===== src/design/rdt_pkg.sv =====
// Package with the shared types and constants of the rotary detent tracker.
`default_nettype none
package rdt_pkg;

  localparam int unsigned MotionAvgShift  = 3;
  localparam int unsigned CentrePullShift = 4;

  localparam logic [2:0] REG_DETENT_WIDTH     = 3'd0;
  localparam logic [2:0] REG_SNAP_FRACTION    = 3'd1;
  localparam logic [2:0] REG_SNAP_BIAS        = 3'd2;
  localparam logic [2:0] REG_LOWEST_POSITION  = 3'd3;
  localparam logic [2:0] REG_HIGHEST_POSITION = 3'd4;
  localparam logic [2:0] REG_IDLE_SPEED_LIMIT = 3'd5;
  localparam logic [2:0] REG_IDLE_DELAY_MS    = 3'd6;
  localparam logic [2:0] REG_IDLE_MAX_OFFSET  = 3'd7;

  localparam logic [18:0] DetentWidthReset    = 19'd68629;
  localparam logic [15:0] SnapFractionReset   = 16'd282;
  localparam logic [15:0] SnapFractionMin     = 16'd128;
  localparam logic [31:0] HighestPosReset     = 32'd1;
  localparam logic [30:0] IdleSpeedLimitReset = 31'd655;
  localparam logic [15:0] IdleDelayReset      = 16'd500;
  localparam logic [30:0] IdleMaxOffsetReset  = 31'd6554;

  localparam logic [0:0] ACTION_SAMPLE = 1'b0;
  localparam logic [0:0] ACTION_PRESET = 1'b1;

  typedef enum logic [3:0] {
    S_IDLE,
    S_MOTION,
    S_AVERAGE,
    S_IDLECHK,
    S_PULL,
    S_PULL2,
    S_DIFF,
    S_STEP,
    S_DIVSET,
    S_DIV,
    S_PRESET,
    S_PRESET2,
    S_FINISH
  } state_t;

endpackage
`default_nettype wire


===== src/design/rdt_channels.sv =====
// Channel interfaces for the sample input and the position result of the tracker.
`default_nettype none
interface rdt_sample_if;
  logic               valid;
  logic               ready;
  logic               action;
  logic signed [31:0] angle;
  logic        [31:0] now_ms;
  logic signed [31:0] preset_position;
  logic signed [15:0] preset_sub_position;

  modport source (output valid, action, angle, now_ms, preset_position,
                  preset_sub_position, input ready);
  modport sink (input valid, action, angle, now_ms, preset_position,
                preset_sub_position, output ready);
endinterface

interface rdt_result_if;
  logic               valid;
  logic               ready;
  logic signed [31:0] position;
  logic signed [15:0] sub_position;
  logic               stepped;

  modport source (output valid, position, sub_position, stepped, input ready);
  modport sink (input valid, position, sub_position, stepped, output ready);
endinterface
`default_nettype wire


===== src/design/rotary_detent_tracker_unit.sv =====
// Rotary detent tracker: follows knob angle samples and reports the detent position.
// An angle sample passes from acceptance to result through eight sequencer steps that
// share one 20 by 17 bit multiplier, and a restoring divider then produces the 16 bit
// sub-position quotient one bit per cycle. Samples whose quotient would overflow 16 bits
// skip the divider, and a preset bypasses it as well. The sample input is ready only while
// the sequencer is idle, and the result sits in an output register, so a new transaction
// is taken while the previous result still waits to be read.
`default_nettype none
module rotary_detent_tracker_unit (
  input  wire logic        clk,
  input  wire logic        rst,
  input  wire logic        cfg_write_enable,
  input  wire logic [2:0]  cfg_index,
  input  wire logic [31:0] cfg_data,
  rdt_sample_if.sink       samples,
  rdt_result_if.source     results
);

  rdt_pkg::state_t state, state_next;

  logic [18:0]        width_r;
  logic [15:0]        snap_frac;
  logic [15:0]        bias_frac;
  logic signed [31:0] low_pos;
  logic signed [31:0] high_pos;
  logic [30:0]        idle_speed;
  logic [15:0]        idle_delay;
  logic [30:0]        idle_offset;

  logic               act;
  logic signed [31:0] ang;
  logic [31:0]        now_r;
  logic signed [31:0] pre_pos;
  logic signed [15:0] pre_sub;

  logic signed [31:0] idx;
  logic signed [31:0] cen;
  logic signed [15:0] last_sub;
  logic signed [31:0] last_ang;
  logic signed [31:0] prev;
  logic               prev_valid;
  logic [32:0]        avg;
  logic [31:0]        idle_since;
  logic               idle_running;

  logic [32:0]        ad;
  logic signed [36:0] prod;
  logic signed [16:0] mul_b;
  logic [26:0]        snap_amt;
  logic [26:0]        bias_amt;
  logic signed [32:0] pull_diff;
  logic signed [33:0] diff;
  logic signed [33:0] dec_th;
  logic signed [33:0] inc_th;
  logic               ovf;
  logic [18:0]        rem;
  logic [15:0]        shreg;
  logic [15:0]        quo;
  logic [3:0]         cnt;
  logic               changed_r;

  logic               out_valid;
  logic signed [31:0] out_pos;
  logic               out_chg;

  logic               accept;
  logic               load;
  logic               bounded;
  logic signed [32:0] d;
  logic [32:0]        pmag;
  logic [31:0]        elapsed;
  logic signed [33:0] snapx;
  logic signed [33:0] biasx;
  logic signed [33:0] wx;
  logic [33:0]        absd;
  logic [19:0]        trial;
  logic [15:0]        sat_sub;
  logic [15:0]        sub_value;

  assign accept  = samples.valid && samples.ready;
  assign bounded = low_pos <= high_pos;
  assign load    = (state == rdt_pkg::S_FINISH) && (!out_valid || results.ready);

  assign samples.ready        = (state == rdt_pkg::S_IDLE);
  assign results.valid        = out_valid;
  assign results.position     = out_pos;
  assign results.sub_position = last_sub;
  assign results.stepped      = out_chg;

  assign d       = {ang[31], ang} - {prev[31], prev};
  assign pmag    = pull_diff[32] ? 33'(-pull_diff) : 33'(pull_diff);
  assign elapsed = now_r - idle_since;
  assign snapx   = $signed({7'b0, snap_amt});
  assign biasx   = $signed({7'b0, bias_amt});
  assign wx      = $signed({15'b0, width_r});
  assign absd    = diff[33] ? 34'(-diff) : 34'(diff);
  assign trial   = {rem, shreg[15]};

  always_comb begin
    case (state)
      rdt_pkg::S_MOTION:  mul_b = $signed({1'b0, snap_frac});
      rdt_pkg::S_AVERAGE: mul_b = $signed({1'b0, bias_frac});
      default:            mul_b = $signed({pre_sub[15], pre_sub});
    endcase
  end

  always_comb begin
    if (!diff[33] && (diff != 34'sd0)) begin
      sat_sub = (ovf || (quo > 16'h8000)) ? 16'h8000 : 16'(~quo + 16'd1);
    end else begin
      sat_sub = (ovf || quo[15]) ? 16'h7FFF : quo;
    end
    sub_value = (act == rdt_pkg::ACTION_PRESET) ? pre_sub : sat_sub;
  end

  always_ff @(posedge clk) begin
    if (rst) begin
      state <= rdt_pkg::S_IDLE;
    end else begin
      state <= state_next;
    end
  end

  always_comb begin
    state_next = state;
    case (state)
      rdt_pkg::S_IDLE: begin
        if (accept) begin
          state_next = (samples.action == rdt_pkg::ACTION_PRESET) ? rdt_pkg::S_PRESET :
                                                                   rdt_pkg::S_MOTION;
        end
      end
      rdt_pkg::S_MOTION:  state_next = rdt_pkg::S_AVERAGE;
      rdt_pkg::S_AVERAGE: state_next = rdt_pkg::S_IDLECHK;
      rdt_pkg::S_IDLECHK: state_next = rdt_pkg::S_PULL;
      rdt_pkg::S_PULL:    state_next = rdt_pkg::S_PULL2;
      rdt_pkg::S_PULL2:   state_next = rdt_pkg::S_DIFF;
      rdt_pkg::S_DIFF:    state_next = rdt_pkg::S_STEP;
      rdt_pkg::S_STEP:    state_next = rdt_pkg::S_DIVSET;
      rdt_pkg::S_DIVSET: begin
        state_next = (absd >= {7'b0, width_r, 8'b0}) ? rdt_pkg::S_FINISH : rdt_pkg::S_DIV;
      end
      rdt_pkg::S_DIV: begin
        if (cnt == 4'd15) begin
          state_next = rdt_pkg::S_FINISH;
        end
      end
      rdt_pkg::S_PRESET:  state_next = rdt_pkg::S_PRESET2;
      rdt_pkg::S_PRESET2: state_next = rdt_pkg::S_FINISH;
      rdt_pkg::S_FINISH: begin
        if (load) begin
          state_next = rdt_pkg::S_IDLE;
        end
      end
      default: state_next = rdt_pkg::S_IDLE;
    endcase
  end

  always_ff @(posedge clk) begin
    if (rst) begin
      width_r     <= rdt_pkg::DetentWidthReset;
      snap_frac   <= rdt_pkg::SnapFractionReset;
      bias_frac   <= '0;
      low_pos     <= '0;
      high_pos    <= rdt_pkg::HighestPosReset;
      idle_speed  <= rdt_pkg::IdleSpeedLimitReset;
      idle_delay  <= rdt_pkg::IdleDelayReset;
      idle_offset <= rdt_pkg::IdleMaxOffsetReset;
    end else if (cfg_write_enable) begin
      case (cfg_index)
        rdt_pkg::REG_DETENT_WIDTH: begin
          if (cfg_data[18:0] != 19'd0) begin
            width_r <= cfg_data[18:0];
          end
        end
        rdt_pkg::REG_SNAP_FRACTION: begin
          if (cfg_data[15:0] >= rdt_pkg::SnapFractionMin) begin
            snap_frac <= cfg_data[15:0];
          end
        end
        rdt_pkg::REG_SNAP_BIAS:        bias_frac   <= cfg_data[15:0];
        rdt_pkg::REG_LOWEST_POSITION:  low_pos     <= $signed(cfg_data);
        rdt_pkg::REG_HIGHEST_POSITION: high_pos    <= $signed(cfg_data);
        rdt_pkg::REG_IDLE_SPEED_LIMIT: idle_speed  <= cfg_data[30:0];
        rdt_pkg::REG_IDLE_DELAY_MS:    idle_delay  <= cfg_data[15:0];
        rdt_pkg::REG_IDLE_MAX_OFFSET:  idle_offset <= cfg_data[30:0];
        default: ;
      endcase
    end
  end

  always_ff @(posedge clk) begin
    prod <= $signed({1'b0, width_r}) * mul_b;
    if (accept) begin
      act     <= samples.action;
      ang     <= samples.angle;
      now_r   <= samples.now_ms;
      pre_pos <= samples.preset_position;
      pre_sub <= samples.preset_sub_position;
    end
    case (state)
      rdt_pkg::S_MOTION: begin
        ad <= !prev_valid ? '0 : (d[32] ? 33'(-d) : 33'(d));
      end
      rdt_pkg::S_AVERAGE: snap_amt <= prod[34:8];
      rdt_pkg::S_IDLECHK: bias_amt <= prod[34:8];
      rdt_pkg::S_PULL:    pull_diff <= {ang[31], ang} - {cen[31], cen};
      rdt_pkg::S_DIFF: begin
        diff   <= {{2{ang[31]}}, ang} - {{2{cen[31]}}, cen};
        dec_th <= (idx <= 32'sd0) ? (snapx + biasx) : (snapx - biasx);
        inc_th <= (idx >= 32'sd0) ? (-snapx - biasx) : (biasx - snapx);
      end
      rdt_pkg::S_STEP: begin
        if ((diff > dec_th) && (!bounded || (idx > low_pos))) begin
          diff <= diff - wx;
        end else if ((diff < inc_th) && (!bounded || (idx < high_pos))) begin
          diff <= diff + wx;
        end
      end
      rdt_pkg::S_DIVSET: begin
        ovf   <= absd >= {7'b0, width_r, 8'b0};
        rem   <= absd[26:8];
        shreg <= {absd[7:0], 8'h00};
        quo   <= '0;
        cnt   <= '0;
      end
      rdt_pkg::S_DIV: begin
        if (trial >= {1'b0, width_r}) begin
          rem <= 19'(trial - {1'b0, width_r});
          quo <= {quo[14:0], 1'b1};
        end else begin
          rem <= trial[18:0];
          quo <= {quo[14:0], 1'b0};
        end
        shreg <= {shreg[14:0], 1'b0};
        cnt   <= cnt + 4'd1;
      end
      default: ;
    endcase
    if (load) begin
      out_pos <= idx;
      out_chg <= changed_r;
    end
  end

  always_ff @(posedge clk) begin
    if (rst) begin
      idx          <= '0;
      cen          <= '0;
      last_sub     <= '0;
      last_ang     <= '0;
      prev         <= '0;
      prev_valid   <= 1'b0;
      avg          <= '0;
      idle_since   <= '0;
      idle_running <= 1'b0;
      changed_r    <= 1'b0;
      out_valid    <= 1'b0;
    end else begin
      case (state)
        rdt_pkg::S_MOTION: begin
          last_ang   <= ang;
          prev       <= ang;
          prev_valid <= 1'b1;
        end
        rdt_pkg::S_AVERAGE: begin
          if (ad >= avg) begin
            avg <= avg + ((ad - avg) >> rdt_pkg::MotionAvgShift);
          end else begin
            avg <= avg - ((avg - ad) >> rdt_pkg::MotionAvgShift);
          end
        end
        rdt_pkg::S_IDLECHK: begin
          if (avg > {2'b0, idle_speed}) begin
            idle_running <= 1'b0;
          end else if (!idle_running) begin
            idle_running <= 1'b1;
            idle_since   <= now_r;
          end
        end
        rdt_pkg::S_PULL2: begin
          if (idle_running && (elapsed > {16'b0, idle_delay}) &&
              (pmag < {2'b0, idle_offset})) begin
            if (!pull_diff[32]) begin
              cen <= cen + $signed(32'(pmag >> rdt_pkg::CentrePullShift));
            end else begin
              cen <= cen - $signed(32'(pmag >> rdt_pkg::CentrePullShift));
            end
          end
        end
        rdt_pkg::S_STEP: begin
          if ((diff > dec_th) && (!bounded || (idx > low_pos))) begin
            cen       <= cen + $signed({13'b0, width_r});
            idx       <= idx - 32'sd1;
            changed_r <= 1'b1;
          end else if ((diff < inc_th) && (!bounded || (idx < high_pos))) begin
            cen       <= cen - $signed({13'b0, width_r});
            idx       <= idx + 32'sd1;
            changed_r <= 1'b1;
          end else begin
            changed_r <= 1'b0;
          end
        end
        rdt_pkg::S_PRESET: begin
          changed_r <= 1'b0;
          if (bounded && (pre_pos < low_pos)) begin
            idx <= low_pos;
          end else if (bounded && (pre_pos > high_pos)) begin
            idx <= high_pos;
          end else begin
            idx <= pre_pos;
          end
        end
        rdt_pkg::S_PRESET2: begin
          cen <= last_ang + 32'(prod >>> 8);
        end
        default: ;
      endcase
      if (load) begin
        last_sub  <= $signed(sub_value);
        out_valid <= 1'b1;
      end else if (results.ready) begin
        out_valid <= 1'b0;
      end
    end
  end

  a_accept_starts : assert property (@(posedge clk) disable iff (rst)
    accept |=> (state == rdt_pkg::S_MOTION || state == rdt_pkg::S_PRESET))
    else $error("accepted transaction did not start the sequencer");

  a_rem_bounded : assert property (@(posedge clk) disable iff (rst)
    (state == rdt_pkg::S_DIV) |-> (rem < width_r))
    else $error("divider remainder not below the detent width");

  a_preset_no_change : assert property (@(posedge clk) disable iff (rst)
    (state == rdt_pkg::S_FINISH && act == rdt_pkg::ACTION_PRESET) |-> !changed_r)
    else $error("preset flagged a position step");

  a_finish_loads : assert property (@(posedge clk) disable iff (rst)
    load |=> (out_valid && state == rdt_pkg::S_IDLE))
    else $error("finished result not held in the output register");

endmodule
`default_nettype wire

===== src/flat_wrapper.sv =====
// flat-port wrapper written by rule: the top's interface ports become plain ports
module rotary_detent_tracker_unit_flat 
  (clk, rst, cfg_write_enable, cfg_index, cfg_data, samples_valid, samples_action, samples_angle, samples_now_ms, samples_preset_position, samples_preset_sub_position, samples_ready, results_valid, results_position, results_sub_position, results_stepped, results_ready);
  rdt_sample_if samples_i ();
  rdt_result_if results_i ();
  input  wire logic clk;
  input  wire logic rst;
  input  wire logic cfg_write_enable;
  input  wire logic [2:0] cfg_index;
  input  wire logic [31:0] cfg_data;
  input wire logic [$bits(samples_i.valid)-1:0] samples_valid;
  input wire logic [$bits(samples_i.action)-1:0] samples_action;
  input wire logic [$bits(samples_i.angle)-1:0] samples_angle;
  input wire logic [$bits(samples_i.now_ms)-1:0] samples_now_ms;
  input wire logic [$bits(samples_i.preset_position)-1:0] samples_preset_position;
  input wire logic [$bits(samples_i.preset_sub_position)-1:0] samples_preset_sub_position;
  output wire logic [$bits(samples_i.ready)-1:0] samples_ready;
  output wire logic [$bits(results_i.valid)-1:0] results_valid;
  output wire logic [$bits(results_i.position)-1:0] results_position;
  output wire logic [$bits(results_i.sub_position)-1:0] results_sub_position;
  output wire logic [$bits(results_i.stepped)-1:0] results_stepped;
  input wire logic [$bits(results_i.ready)-1:0] results_ready;
  assign samples_i.valid = samples_valid;
  assign samples_i.action = samples_action;
  assign samples_i.angle = samples_angle;
  assign samples_i.now_ms = samples_now_ms;
  assign samples_i.preset_position = samples_preset_position;
  assign samples_i.preset_sub_position = samples_preset_sub_position;
  assign samples_ready = samples_i.ready;
  assign results_valid = results_i.valid;
  assign results_position = results_i.position;
  assign results_sub_position = results_i.sub_position;
  assign results_stepped = results_i.stepped;
  assign results_i.ready = results_ready;
  rotary_detent_tracker_unit u_core (.clk(clk), .rst(rst), .cfg_write_enable(cfg_write_enable), .cfg_index(cfg_index), .cfg_data(cfg_data), .samples(samples_i), .results(results_i));
endmodule

===== config.mk =====
export PLATFORM = sky130hd
export DESIGN_NAME = rotary_detent_tracker_unit_flat
export DESIGN_NICKNAME = d
export VERILOG_FILES = /design/src/design/rdt_pkg.sv /design/src/design/rdt_channels.sv /design/src/design/rotary_detent_tracker_unit.sv /design/src/flat_wrapper.sv
export SDC_FILE = /design/constraint.sdc
export NUM_CORES = 2
export LEC_CHECK = 0
export BUFFER_PORTS_ARGS = -buffer_cell sky130_fd_sc_hd__buf_2
export CAP_MARGIN = 10
export CORE_MARGIN = 1.5
export CORE_UTILIZATION = 65
export DETAILED_ROUTE_END_ITERATION = 6
export PLACE_DENSITY = 0.8
export SLEW_MARGIN = 20
export SYNTH_ARGS = -nofsm -noshare
export SYNTH_HDL_FRONTEND = slang
export SYNTH_SLANG_ARGS = --single-unit
export TNS_END_PERCENT = 5

===== constraint.sdc =====
create_clock -name clk -period 10.45 [get_ports clk]
set_input_delay 2.09 -clock clk [delete_from_list [all_inputs] [get_ports clk]]
set_output_delay 2.09 -clock clk [all_outputs]
set_load 0.02 [all_outputs]

==> out/results.ini <==
[outcome]
status=complete, no violations

[synth]
async_reset_ff_share_pct=0
synth_seq_cells=817
synth_top_area_share_pct=16.22
synth_area_leaders=edfxtp_1 16%, ha_1 15%, dfxtp_1 11%
yosys_warnings=0
synthMostInstantiatedCell=nand2_1
ys_top_cells_by_count=1042 x nand2_1, 928 x ha_1, 921 x a21oi_1
synth_edf_count=410
synthCells=9049
ys_seq_area_share_pct=26.95
synth_fp_nets=10400
synth_top_area_cell=edfxtp_1
syn_area_um2=75910
postSynthAreaPerCell_um2=8.388
ys.flop_type=edfxtp_1
synth.distinct_cells=88

[sta]
clock.fmax_ghz=0.1103
clock_skew_ns=0.03880
setup_viol=0
relSlewSlack_pct=21.09
tightest_slew_ns=1.184
rsz0062_at_grt=false
finalCritPeriodShare_pct=86.76
hold_viol=0
timing.setup.tns_ns=0
maxSlewViolCount=0
period_minus_slack_ns=9.066

[worst_hold_path]
holdCritStartpoint=u_core.idle_speed[14]
hold_path.class=reg -> reg
hold_depth=2
holdPathEnd=u_core.idle_speed[14]

[global_route]
grt_pass1_vias=65990
grt_max_degree=99
grt_usage_pct=40.98
grt_pass1_wl_mm=376.8
antenna_found_initial=22
grt_overflow=0

[die]
die_w_um=344.7
die_height_um=344.7
ios=204
rows=125
die-area_um2=118800
initial_utilization_pct=65.41
core_area_um2=116000

[placed_design]
io_buffers=203
gp_congestion=1.037
dp_hpwl_mm=192.1

[setup_path]
cp.required_ns=11.10
cp_top_family=adder cells
cp.depth=29
rrSetupSlack_ns=1.38
crit_top_cell=fa_1
rr_startpoint=u_core.state[1]
crit_arrival_ns=9.71
start_kind=flop
cp-startpoint=u_core.state[1]
crit_slowest_cell=dfxtp_1
rr_worst_depth=29
max_stage_delay_ns=0.72
critPathBufInv=5
critical_path_class=reg -> reg
end_kind=flop
r2r_end=u_core.prod[36]
cp_max_fo=30

[layout]
areaGrowthSynthToFinish_pct=7.202
layout-drive-gt1-share_pct=6.090
fillers=9380
finalNetCount=10380

[drt]
antenna_left=0
routedWlPerCell_um=23.43
dr.pass1.iters=7
dr_total_vias=69360
drc=0
routed_wl_mm=249.5
route.detailed.vias_per_inst=6.514
drt_iter0_markers=7402

[clocking]
htreeDepth=3
clock_path_buffers=3
cts-root-buf=clkbuf_16
clk_pin_slew_ns=0.06
post-cts-setup-buffers=0
cts.sinks=817
cts_hold_buffers=0
cts_tree=done
clock_latency_ns=0.75
ctsResizeCount=0
numCtsBuffers=93

[run]
maxCapViolCount=0

[tightest hold or removal path: cells and delay by family (launching register included)]
| kind | cells | cell delay, ns |
|---|---|---|
| flip-flops | 1 | 0.31 |
| AO/OA/AOI/OAI | 1 | 0.05 |
| AND/OR/NAND/NOR | 1 | 0.05 |
[how the worst max path moves through the flow]
stage | to | slack, ns
after floorplan | u_core.prod[36] | 2.93
after global routing | u_core.prod[36] | 0.85
after CTS | u_core.prod[36] | 1.42
final | u_core.prod[36] | 1.38
after global placement | u_core.prod[36] | 1.65
after detailed placement | u_core.prod[36] | 1.49
[stage by stage]
stage / hold slack [ns] / instance area [um^2] / util (%) / worst slack (ns) / cells
3_5_place_dp: 0.4477 / 78070 / 67.28 / 1.486 / 10460
5_1_grt: 0.4727 / 81360 / 70.11 / 0.8531 / 10640
4_1_cts: 0.4554 / 81320 / 70.08 / 1.421 / 10640
6_report: 0.4564 / 81370 / 70.12 / 1.384 / 10650
3_3_place_gp: 0.4427 / 78060 / 67.27 / 1.654 / 10460
2_1_floorplan: 0.4030 / 75910 / - / 2.929 / 9049
[cell families (layout without fill, tap and decap cells)]
group           count (synthesis)  count (layout)  synth area share (%)
simple gates                 2724            2724                 16.79
flops                         817             817                 26.95
other cells                     0              11                     0
compound gates               2360            2360                 19.58
mux                           163             163                 2.159
xor+xnor                      498             498                 5.746
fa+ha+maj                    1195            1195                 22.34
buf+inv                      1292            1356                 6.434
[layout make-up]
cell class | count | area, um^2 | area share [%]
Multi-Input combinational cell | 6940 | 50760 | 62.38
Sequential cell | 817 | 20460 | 25.14
Timing Repair Buffer | 277 | 1582 | 1.944
Clock buffer | 119 | 2567 | 3.155
Tap cell | 1524 | 1907 | 2.343
Inverter | 903 | 3390 | 4.165
Clock inverter | 57 | 679.4 | 0.8349
Antenna cell | 11 | 27.53 | 0.03383
[flip-flops by register name, indices dropped and copies added, names as in the netlist, 33 cells and up]
| name | cells |
|---|---|
| u_core.diff | 34 |
| u_core.ad | 33 |
| u_core.avg | 33 |
| u_core.inc_th | 33 |
| u_core.pull_diff | 33 |
[cell usage in the layout (no fill, tap or decap), types with 28 or more instances in the layout]
| cell | synthesis | final |
|---|---|---|
| nor3b_1 | 48 | 48 |
| edfxtp_1 | 410 | 410 |
| nor3_1 | 205 | 201 |
| clkbuf_16 | 0 | 95 |
| mux2i_1 | 157 | 156 |
| nand2b_1 | 91 | 91 |
| dfxtp_1 | 407 | 406 |
| a211oi_1 | 125 | 125 |
| o41ai_1 | 30 | 30 |
| and3_1 | 54 | 52 |
| nor4_1 | 51 | 51 |
| nand4_1 | 100 | 100 |
| buf_2 | 3 | 202 |
| o21ai_0 | 362 | 361 |
| nor2_1 | 611 | 603 |
| xnor2_1 | 346 | 346 |
| o31ai_1 | 58 | 58 |
| nand3_1 | 155 | 153 |
| a31oi_1 | 61 | 59 |
| o211ai_1 | 75 | 75 |
| nand2_1 | 1042 | 1040 |
| fa_1 | 267 | 267 |
| a21oi_1 | 921 | 919 |
| or2_2 | 34 | 34 |
| ha_1 | 928 | 928 |
| nor2b_1 | 99 | 99 |
| or4_1 | 35 | 35 |
| a21boi_0 | 30 | 30 |
| a21o_1 | 222 | 222 |
| o21bai_1 | 50 | 50 |
| a2111oi_0 | 28 | 28 |
| or3_1 | 76 | 76 |
| xor2_1 | 152 | 152 |
| inv_1 | 890 | 886 |
| buf_4 | 0 | 74 |
| o21a_1 | 89 | 89 |
| a311oi_1 | 28 | 28 |
| and2_1 | 59 | 59 |
| a32oi_1 | 37 | 37 |
[layer usage]
| layer | routed length (um) | part of all wire (%) | up-vias | GRT usage (%) |
|---|---|---|---|---|
| li1 | - | - | 31920 | - |
| met1 | 95440 | 38 | 33050 | 51.85 |
| met2 | 110100 | 44 | 3531 | 64.29 |
| met3 | 27450 | 11 | 843 | 9.735 |
| met4 | 16450 | 6.6 | 14 | 23.29 |
| met5 | 83 | 0.033 | - | 0 |
Power is not shown: default switching activity piles up to over one toggle a cycle in this logic, so the estimate is an artifact.
